===== src/sv/etfb_pkg.sv =====
`default_nettype none

package etfb_pkg;

    localparam int unsigned CNT_W    = 7;
    localparam int unsigned CFG_IDX_W = 8;

    // largest frame on the line, start byte included
    localparam logic [7:0] MAX_FRAME = 8'd100;

    localparam logic [7:0] START_BYTE = 8'h7E;
    localparam logic [7:0] ESC_BYTE   = 8'h7D;
    localparam logic [7:0] XON_BYTE   = 8'h11;
    localparam logic [7:0] XOFF_BYTE  = 8'h13;
    localparam logic [7:0] ESC_XOR    = 8'h20;
    localparam logic [7:0] TX_TYPE    = 8'h10;
    localparam logic [7:0] SUM_BASE   = 8'hFF;
    localparam logic [8:0] LEN_EXTRA  = 9'd14;

    localparam logic [63:0] DEST_RESET = 64'h0000_0000_0000_FFFF;
    localparam logic [15:0] NET_RESET  = 16'hFFFE;

    localparam logic [CFG_IDX_W-1:0] REG_DEST = CFG_IDX_W'(0);
    localparam logic [CFG_IDX_W-1:0] REG_NET  = CFG_IDX_W'(1);

    typedef enum logic [4:0] {
        ST_START, ST_LENH, ST_LENL, ST_TYPE, ST_ID,
        ST_D7, ST_D6, ST_D5, ST_D4, ST_D3, ST_D2, ST_D1, ST_D0,
        ST_NETH, ST_NETL, ST_OPT1, ST_OPT2,
        ST_DATA, ST_CSUM, ST_DONE
    } t_step;

    typedef struct packed {
        logic [63:0] dest;
        logic [15:0] net;
    } t_cfg;

    typedef struct packed {
        logic       overflow;
        logic       frame_done;
        logic       run_last;
        logic [7:0] out_byte;
    } t_res;

    function automatic logic needs_escape(input logic [7:0] v);
        return (v == START_BYTE) || (v == ESC_BYTE) || (v == XON_BYTE) || (v == XOFF_BYTE);
    endfunction

endpackage

`default_nettype wire


===== src/sv/etfb_cfg.sv =====
`default_nettype none

module etfb_cfg
    import etfb_pkg::*;
(
    input  wire logic                 i_clk,
    input  wire logic                 i_rst_n,
    input  wire logic                 i_cfg_valid,
    output logic                      o_cfg_ready,
    input  wire logic [CFG_IDX_W-1:0] i_cfg_index,
    input  wire logic [63:0]          i_cfg_data,
    output t_cfg                      o_cfg
);

    logic [63:0] r_dest;
    logic [15:0] r_net;

    assign o_cfg_ready = 1'b1;
    assign o_cfg.dest  = r_dest;
    assign o_cfg.net   = r_net;

    always_ff @(posedge i_clk) begin
        if (!i_rst_n) begin
            r_dest <= DEST_RESET;
            r_net  <= NET_RESET;
        end else if (i_cfg_valid) begin
            // unknown indexes are ignored
            case (i_cfg_index)
                REG_DEST: r_dest <= i_cfg_data;
                REG_NET:  r_net  <= i_cfg_data[15:0];
                default:  ;
            endcase
        end
    end

endmodule

`default_nettype wire


===== src/sv/etfb_seq.sv =====
`default_nettype none

module etfb_seq
    import etfb_pkg::*;
(
    input  wire logic       i_clk,
    input  wire logic       i_rst_n,
    input  wire t_cfg       i_cfg,
    input  wire logic       i_valid,
    output logic            o_ready,
    input  wire logic [7:0] i_data_byte,
    input  wire logic       i_has_data,
    input  wire logic       i_first_item,
    input  wire logic       i_last_item,
    input  wire logic [7:0] i_payload_count,
    output logic            o_res_valid,
    input  wire logic       i_res_ready,
    output t_res            o_res
);

    // held item
    logic       r_busy;
    logic       r_fresh;
    logic [7:0] r_data;
    logic       r_has;
    logic       r_first;
    logic       r_last;
    logic [7:0] r_count;

    // sequencer and frame state
    t_step            r_step;
    logic             r_half;
    logic [7:0]       r_sum;
    logic [CNT_W-1:0] r_cnt;
    logic             r_in_frame;

    logic             fresh_first;
    logic [7:0]       sum_eff;
    logic [CNT_W-1:0] cnt_eff;
    logic             frame_eff;
    t_step            tail_step;
    t_step            cur;
    t_step            nxt;
    logic [8:0]       len9;
    logic [7:0]       v;
    logic             esc;
    logic             fits;
    logic             adds;
    logic             active;
    logic             emit;
    logic             marker;
    logic             advancing;
    logic             done_now;
    logic             accept;
    logic [7:0]       n_sum;
    logic [CNT_W-1:0] n_cnt;
    logic             n_in_frame;

    // a new first item restarts the checksum and byte count from zero and opens the frame
    assign fresh_first = r_fresh && r_first;
    assign sum_eff     = fresh_first ? 8'd0 : r_sum;
    assign cnt_eff     = fresh_first ? '0 : r_cnt;
    assign frame_eff   = fresh_first ? 1'b1 : r_in_frame;
    assign len9        = {1'b0, r_count} + LEN_EXTRA;

    // next-step logic
    always_comb begin
        if (r_has) begin
            tail_step = ST_DATA;
        end else if (r_last) begin
            tail_step = ST_CSUM;
        end else begin
            tail_step = ST_DONE;
        end

        if (!r_fresh) begin
            cur = r_step;
        end else if (r_first) begin
            cur = ST_START;
        end else if (r_in_frame) begin
            cur = tail_step;
        end else begin
            cur = ST_DONE;
        end

        unique case (cur)
            ST_OPT2: nxt = tail_step;
            ST_DATA: nxt = r_last ? ST_CSUM : ST_DONE;
            ST_CSUM: nxt = ST_DONE;
            ST_DONE: nxt = ST_DONE;
            default: nxt = t_step'(cur + 5'd1);
        endcase
    end

    // byte selection and per-step control
    always_comb begin
        adds = 1'b1;
        unique case (cur)
            ST_START: begin v = START_BYTE; adds = 1'b0; end
            ST_LENH:  begin v = {7'd0, len9[8]}; adds = 1'b0; end
            ST_LENL:  begin v = len9[7:0]; adds = 1'b0; end
            ST_TYPE:  v = TX_TYPE;
            ST_ID:    v = 8'd0;
            ST_D7:    v = i_cfg.dest[63:56];
            ST_D6:    v = i_cfg.dest[55:48];
            ST_D5:    v = i_cfg.dest[47:40];
            ST_D4:    v = i_cfg.dest[39:32];
            ST_D3:    v = i_cfg.dest[31:24];
            ST_D2:    v = i_cfg.dest[23:16];
            ST_D1:    v = i_cfg.dest[15:8];
            ST_D0:    v = i_cfg.dest[7:0];
            ST_NETH:  v = i_cfg.net[15:8];
            ST_NETL:  v = i_cfg.net[7:0];
            ST_OPT1:  v = 8'd0;
            ST_OPT2:  v = 8'd0;
            ST_DATA:  v = r_data;
            ST_CSUM:  begin v = SUM_BASE - sum_eff; adds = 1'b0; end
            default:  begin v = 8'd0; adds = 1'b0; end
        endcase

        esc  = (cur != ST_START) && needs_escape(v);
        fits = ({1'b0, cnt_eff} + (esc ? 8'd2 : 8'd1)) <= MAX_FRAME;

        active    = r_busy && (cur != ST_DONE);
        emit      = active && i_res_ready;
        marker    = !r_half && (cur != ST_START) && !fits;
        advancing = emit && !marker && (r_half || !esc);
        done_now  = r_busy && ((cur == ST_DONE) || (emit && marker)
                               || (advancing && (nxt == ST_DONE)));

        n_sum      = sum_eff + ((adds && !r_half && !marker) ? v : 8'd0);
        n_cnt      = marker ? cnt_eff : cnt_eff + 1'b1;
        n_in_frame = (marker || (advancing && (cur == ST_CSUM))) ? 1'b0 : frame_eff;

        o_res_valid = emit;
        if (marker) begin
            o_res.out_byte = 8'd0;
        end else if (r_half) begin
            o_res.out_byte = v ^ ESC_XOR;
        end else begin
            o_res.out_byte = esc ? ESC_BYTE : v;
        end
        o_res.overflow   = marker;
        o_res.frame_done = marker || (advancing && (cur == ST_CSUM));
        o_res.run_last   = marker || (advancing && (nxt == ST_DONE));
    end

    assign o_ready = !r_busy || done_now;
    assign accept  = i_valid && o_ready;

    always_ff @(posedge i_clk) begin
        if (!i_rst_n) begin
            r_busy     <= 1'b0;
            r_fresh    <= 1'b0;
            r_half     <= 1'b0;
            r_step     <= ST_DONE;
            r_sum      <= 8'd0;
            r_cnt      <= '0;
            r_in_frame <= 1'b0;
        end else begin
            if (emit) begin
                r_sum      <= n_sum;
                r_cnt      <= n_cnt;
                r_in_frame <= n_in_frame;
                if (!marker && !r_half && esc) begin
                    r_step <= cur;
                end else begin
                    r_step <= nxt;
                end
            end
            if (accept) begin
                r_busy  <= 1'b1;
                r_fresh <= 1'b1;
                r_half  <= 1'b0;
            end else begin
                if (done_now) begin
                    r_busy <= 1'b0;
                end
                if (emit) begin
                    r_fresh <= 1'b0;
                    r_half  <= !marker && !r_half && esc;
                end
            end
        end
    end

    always_ff @(posedge i_clk) begin
        if (accept) begin
            r_data  <= i_data_byte;
            r_has   <= i_has_data;
            r_first <= i_first_item;
            r_last  <= i_last_item;
            r_count <= i_payload_count;
        end
    end

    a_cnt_bound: assert property (@(posedge i_clk) disable iff (!i_rst_n)
        {1'b0, r_cnt} <= MAX_FRAME)
        else $error("line byte count beyond frame limit");

    a_half_busy: assert property (@(posedge i_clk) disable iff (!i_rst_n)
        r_half |-> r_busy && !r_fresh)
        else $error("escape second half pending without a held item");

    a_done_closes: assert property (@(posedge i_clk) disable iff (!i_rst_n)
        (o_res_valid && i_res_ready && o_res.frame_done) |=> !r_in_frame)
        else $error("frame still open after its final byte");

    a_ovf_end: assert property (@(posedge i_clk) disable iff (!i_rst_n)
        (o_res_valid && i_res_ready && o_res.overflow) |=> !r_half && !r_in_frame)
        else $error("sequencer kept going after an overflow marker");

endmodule

`default_nettype wire


===== src/sv/etfb_skid.sv =====
`default_nettype none

module etfb_skid
    import etfb_pkg::*;
(
    input  wire logic i_clk,
    input  wire logic i_rst_n,
    input  wire logic i_valid,
    output logic      o_ready,
    input  wire t_res i_res,
    output logic      o_valid,
    input  wire logic i_ready,
    output t_res      o_res
);

    logic r_out_valid;
    logic r_skid_valid;
    t_res r_out;
    t_res r_skid;
    logic pop;
    logic push;

    assign o_ready = !r_skid_valid;
    assign o_valid = r_out_valid;
    assign o_res   = r_out;
    assign pop     = r_out_valid && i_ready;
    assign push    = i_valid && !r_skid_valid;

    always_ff @(posedge i_clk) begin
        if (!i_rst_n) begin
            r_out_valid  <= 1'b0;
            r_skid_valid <= 1'b0;
        end else if (!r_out_valid || pop) begin
            r_out_valid  <= r_skid_valid || push;
            r_skid_valid <= 1'b0;
        end else if (push) begin
            r_skid_valid <= 1'b1;
        end
    end

    always_ff @(posedge i_clk) begin
        if (!r_out_valid || pop) begin
            r_out <= r_skid_valid ? r_skid : i_res;
        end else if (push) begin
            r_skid <= i_res;
        end
    end

endmodule

`default_nettype wire


===== src/sv/escaped_api_tx_frame_builder_core.sv =====
`default_nettype none

// channel   | direction | transfer condition                | contents
// s_axis    | in        | s_axis_tvalid & s_axis_tready     | payload byte, count, markers
// m_axis    | out       | m_axis_tvalid & m_axis_tready     | one escaped line byte
// cfg write | in        | i_cfg_valid & o_cfg_ready         | register index and value
//
// one line byte per cycle while the output buffer has room: a payload byte gives one
// line byte, two when escaped, and the checksum adds one or two more; a first item
// puts 17 to 28 header bytes on the line. the byte sequencer builds this sequence.
// synchronous active-low reset closes any frame and restores the default addresses.
// a two-entry output buffer keeps the sequencer running until it fills;
// m_axis_tready never reaches s_axis_tready combinationally.

module escaped_api_tx_frame_builder_core
    import etfb_pkg::*;
(
    input  wire logic                 i_clk,
    input  wire logic                 i_rst_n,
    input  wire logic                 s_axis_tvalid,
    output logic                      s_axis_tready,
    input  wire logic [15:0]          s_axis_tdata,   // data_byte, payload_count
    input  wire logic [1:0]           s_axis_tuser,   // has_data, first_item
    input  wire logic                 s_axis_tlast,
    output logic                      m_axis_tvalid,
    input  wire logic                 m_axis_tready,
    output logic [7:0]                m_axis_tdata,   // out_byte
    output logic [1:0]                m_axis_tuser,   // frame_done, overflow
    output logic                      m_axis_tlast,
    input  wire logic                 i_cfg_valid,
    output logic                      o_cfg_ready,
    input  wire logic [CFG_IDX_W-1:0] i_cfg_index,
    input  wire logic [63:0]          i_cfg_data
);

    t_cfg cfg;
    t_res seq_res;
    t_res out_res;
    logic seq_valid;
    logic skid_ready;

    etfb_cfg u_cfg (
        .i_clk       (i_clk),
        .i_rst_n     (i_rst_n),
        .i_cfg_valid (i_cfg_valid),
        .o_cfg_ready (o_cfg_ready),
        .i_cfg_index (i_cfg_index),
        .i_cfg_data  (i_cfg_data),
        .o_cfg       (cfg)
    );

    etfb_seq u_seq (
        .i_clk           (i_clk),
        .i_rst_n         (i_rst_n),
        .i_cfg           (cfg),
        .i_valid         (s_axis_tvalid),
        .o_ready         (s_axis_tready),
        .i_data_byte     (s_axis_tdata[7:0]),
        .i_has_data      (s_axis_tuser[0]),
        .i_first_item    (s_axis_tuser[1]),
        .i_last_item     (s_axis_tlast),
        .i_payload_count (s_axis_tdata[15:8]),
        .o_res_valid     (seq_valid),
        .i_res_ready     (skid_ready),
        .o_res           (seq_res)
    );

    etfb_skid u_skid (
        .i_clk   (i_clk),
        .i_rst_n (i_rst_n),
        .i_valid (seq_valid),
        .o_ready (skid_ready),
        .i_res   (seq_res),
        .o_valid (m_axis_tvalid),
        .i_ready (m_axis_tready),
        .o_res   (out_res)
    );

    assign m_axis_tdata    = out_res.out_byte;
    assign m_axis_tlast    = out_res.run_last;
    assign m_axis_tuser[0] = out_res.frame_done;
    assign m_axis_tuser[1] = out_res.overflow;

endmodule

`default_nettype wire

===== config.mk =====
export PLATFORM = sky130hd
export DESIGN_NAME = escaped_api_tx_frame_builder_core
export DESIGN_NICKNAME = d
export VERILOG_FILES = /design/src/sv/etfb_pkg.sv /design/src/sv/etfb_cfg.sv /design/src/sv/etfb_seq.sv /design/src/sv/etfb_skid.sv /design/src/sv/escaped_api_tx_frame_builder_core.sv
export SDC_FILE = /design/constraint.sdc
export NUM_CORES = 1
export LEC_CHECK = 0
export BUFFER_PORTS_ARGS = -buffer_cell sky130_fd_sc_hd__buf_2
export CAP_MARGIN = 30
export CORE_MARGIN = 2
export CORE_UTILIZATION = 58
export CTS_CLUSTER_DIAMETER = 40
export DETAILED_ROUTE_END_ITERATION = 8
export GPL_TIMING_DRIVEN = 0
export PLACE_DENSITY = 0.82
export SLEW_MARGIN = 30
export SYNTH_ARGS = -nofsm -noshare
export SYNTH_HDL_FRONTEND = slang
export SYNTH_SLANG_ARGS = --single-unit

===== constraint.sdc =====
create_clock -name i_clk -period 8.7 [get_ports i_clk]
set_input_delay 1.74 -clock i_clk [delete_from_list [all_inputs] [get_ports i_clk]]
set_output_delay 1.74 -clock i_clk [all_outputs]
set_load 0.05 [all_outputs]

==> out/qor.tcl <==
set qor(combined_flip_flop_and_latch_cell_area_um2) 3354
set qor(seq_power_share_pct) 30.6
set qor(period_share_pct) 97.26
set qor(worst_tran_pin_value_ns) 0.8341
set qor(synth_nets) 1015
set qor(critPathTopFamily) {simple AND/OR/NAND/NOR gates}
set qor(cts_inserted_buffers) 17
set qor(regToRegEndpoint) {u_seq.r_sum[7]}
set qor(use_met2_pct) 53.23
set qor(cp_max_fo) 10
set qor(drc_errors) 0
set qor(timing.critical_path.depth) 26
set qor(instances_no_fill) 1222
set qor(coreArea_um2) 12620
set qor(cts.sink_count) 147
set qor(minimum_setup_slack_after_placement_ns) -0.6436
set qor(syn-cell-area_um2) 7510
set qor(grt.busiest_layer) {met2}
set qor(critPathArrivalTime_ns) 6.72
set qor(path_buf_inv) 9
set qor(insertion_delay_of_the_later_clocked_pin_in_the_worst_skew_pair_ns) 0.44
set qor(pin_count) 110
set qor(yosys_warnings) 0
set qor(route.detailed.vias_per_inst) 6.180
set qor(number_of_global_route_vias_before_repair) 7159
set qor(critical_path.max_stage_delay_ns) 0.58
set qor(fin_nets) 1150
set qor(timing.final.ws_setup_ns) 0.2382
set qor(critPathKind) {reg -> out}
set qor(power_switching_mw) 1.037
set qor(clk_root_buffer_cell) {sky130_fd_sc_hd__clkbuf_16}
set qor(hold_path_depth) 2
set qor(relative_max_transition_margin_pct) 44.24
set qor(route.vias.total) 7552
set qor(total_power_mw) 2.709
set qor(finalWeightedCongestion) 1.016
set qor(yosys_register_bits) 147
set qor(detailedRoute.firstPassIterationCount) 5
set qor(clk_pin_slew_ns) 0.06
set qor(powerDensity_nw_per_um2) 295.7
set qor(die_width_um) 117.8
set qor(timing.hold.worst.class) {reg -> reg}
set qor(placement.io_buffers) 107
set qor(start_util_pct) 59.51
set qor(global_route.usage.met3_pct) 8.188
set qor(postRouteAntennaNets) 0
set qor(ctsHtreeMaxLevel) 4
set qor(crit_required_ns) 6.96
set qor(async_sr_flop_fraction_pct) 0
set qor(fin_crit_ns) 8.462
set qor(ys_dominant_reg_cell) {sky130_fd_sc_hd__dfxtp_1}
set qor(cpMaxStageDelayCell) {sky130_fd_sc_hd__or4_1}
set qor(layout_common_cells) {sky130_fd_sc_hd__nand2_1, sky130_fd_sc_hd__buf_2, sky130_fd_sc_hd__dfxtp_1}
set qor(final_layout_size_suffix_gt1_share_pct) 20.29
set qor(timing.critical_path.from_type) {flop}
set qor(post_syn_instances) 902
set qor(element_type_at_the_critical_path_end) {output pin}
set qor(cts_tree) {done}
set qor(initialDrtViolationCount) 927
set qor(globalRouteOverflowTotal) 0
set qor(fin_worst_skew_ns) 0.01059
set qor(post_synth_num_cell_types) 85
set qor(crit_end) {s_axis_tready}
set qor(internal_pwr_total_mw) 1.672
set qor(groute.usage.overall_pct) 33.80
set qor(reg2reg_setup_slack_ns) 0.71
set qor(reg2reg_from) {u_seq.r_fresh}
set qor(dieArea_um2) 13870
set qor(rsz0062_at_grt) {no}
set qor(hold_slack_ns) 0.4582
set qor(post_cts_hold_buffer_count) 0
set qor(peak_freq_mhz) 118.2
set qor(fillers) 1038
set qor(maxCapViolations) 0
set qor(crit_top_cell) {sky130_fd_sc_hd__buf_4}
set qor(syn-mean-instance-area_um2) 8.326
set qor(critPathLaunch) {u_seq.r_fresh}
set qor(detailedPlacementHpwl_um) 16760
set qor(area.growth.synth_to_final_pct) 21.99
set qor(power.combinational.fraction_pct) 39.9
set qor(n_antenna_cell) 0
set qor(grt_antenna_before_repair) 0
set qor(grt_use_met1_pct) 44.16
set qor(rr_worst_depth) 32
set qor(final.setup.tns_ns) 0
set qor(power.static_leakage_nw) 3.724
set qor(multi_input_area_um2) 3944
set qor(timing_max_transition_violations_final) 0
set qor(post_detailed_route_wirelength_per_cell_um) 18.93
set qor(layout.cells.most_common) {sky130_fd_sc_hd__nand2_1}
set qor(synth_sequential_area_ratio_pct) 44.65
set qor(power.share.switching_pct) 38.27
set qor(drt_total_wl_um) 23130
set qor(hold_violations) 0
set qor(grt_max_degree) 17
set qor(final_setup_vio_count) 0
set qor(run_status) {finished, final reports clean}
set qor(pwr-share-clk_pct) 29.4
set qor(irDropWorstVdd_mv) 0.2154
set qor(floorplan.die.height_um) 117.8
set qor(cts_buffer_depth) 2
set qor(placement_rows) 41
set qor(place_inst) 1182
set qor(synth-edff-count) 41
set qor(first_pass_grt_wire_length_um) 36740
-- final cells by class --
| type | instances | share of cell area [%] |
|---|---|---|
| timing repair buffer | 117 | 6.733 |
| sequential | 147 | 36.62 |
| clock inverter | 10 | 1.571 |
| clock buffer | 22 | 5.463 |
| inverter | 23 | 0.9424 |
| multi-input combinational | 668 | 43.05 |
| buffer | 63 | 3.278 |
| tap | 172 | 2.349 |
-- worst min-delay path by stage --
stage                      from  slack [ns]               end
5_1_grt        u_cfg.r_dest[61]        0.48  u_cfg.r_dest[61]
2_1_floorplan    u_seq.r_sum[3]        0.43    u_seq.r_sum[3]
3_5_place_dp   u_cfg.r_dest[61]        0.45  u_cfg.r_dest[61]
3_3_place_gp     u_seq.r_sum[4]        0.44    u_seq.r_sum[4]
4_1_cts        u_cfg.r_dest[61]        0.45  u_cfg.r_dest[61]
6_report       u_cfg.r_dest[61]        0.46  u_cfg.r_dest[61]
-- metrics by stage --
stage                     cell area (µm²)  utilization (%)
after global routing                 9161            72.60
after detailed placement             8280            65.62
after global placement               8260            65.46
after CTS                            9039            71.62
final                                9161            72.60
after floorplan                      7510                -
-- kinds of logic (layout without fill, tap and decap cells) --
group                    after synthesis  after routing  share of synthesized area [%]
flip-flops                           147            147                          44.65
buffers and inverters                 87            235                          4.832
AO/OA/AOI/OAI                        202            202                          18.04
multiplexers                          10             10                          1.450
XOR/XNOR                               9              9                          1.050
other                                  1              1                        0.04994
AND/OR/NAND/NOR                      429            429                          26.89
adder cells (fa/ha/maj)               17             17                          3.032
-- power by group through the flow --
stage | sequential (mW) | clock [mW] | combinational, mW
6_report | 0.830 | 0.797 | 1.08
4_1_cts | 0.828 | 0.795 | 1.01
2_1_floorplan | 0.902 | 0 | 0.611
3_5_place_dp | 0.841 | 0 | 0.945
5_1_grt | 0.835 | 0.825 | 1.15
3_3_place_gp | 0.841 | 0 | 0.932
-- tightest hold or removal path, stage by stage (launching register included) --
cell	delay [ns]
sky130_fd_sc_hd__dfxtp_1	0.31
sky130_fd_sc_hd__nand2_1	0.05
sky130_fd_sc_hd__a21oi_1	0.05
-- synth_stat cells (all sizes together), types with 12 or more instances --
master	number	share of area [%]
nor2	35	1.8
nand2	222	11
nand4	12	1.0
edfxtp	41	16
dfxtp	106	28
and2	18	1.6
buf	19	1.4
o21ai	25	1.7
ha	15	2.5
inv	21	1.0
nand3	78	5.2
a21oi	89	6.0
clkbuf	45	2.2
-- per-layer routing --
metal | share of wire, % | vias up | routed length (µm)
li1 | - | 3481 | -
met1 | 41 | 3558 | 9438
met2 | 45 | 435 | 10490
met3 | 9.3 | 78 | 2148
met4 | 4.5 | 0 | 1051
met5 | 0 | - | 0
-- state kept, by name, summed over array words and instances (netlist names), 5 cells and up --
signal / flops
u_cfg.r_dest: 64
u_cfg.r_net: 16
u_seq.r_cnt: 7
u_seq.r_count: 8
u_seq.r_data: 8
u_seq.r_step: 5
u_seq.r_sum: 8
u_skid.o_res: 11
u_skid.r_skid: 11
-- repair_timing --
action                                  CTS  global route
pin swaps                                 2             3
setup buffers                             1             8
gates resized for setup                  25            17
endpoints found under the setup margin    4             2
No activity file was read; power rests on OpenSTA's default activity.
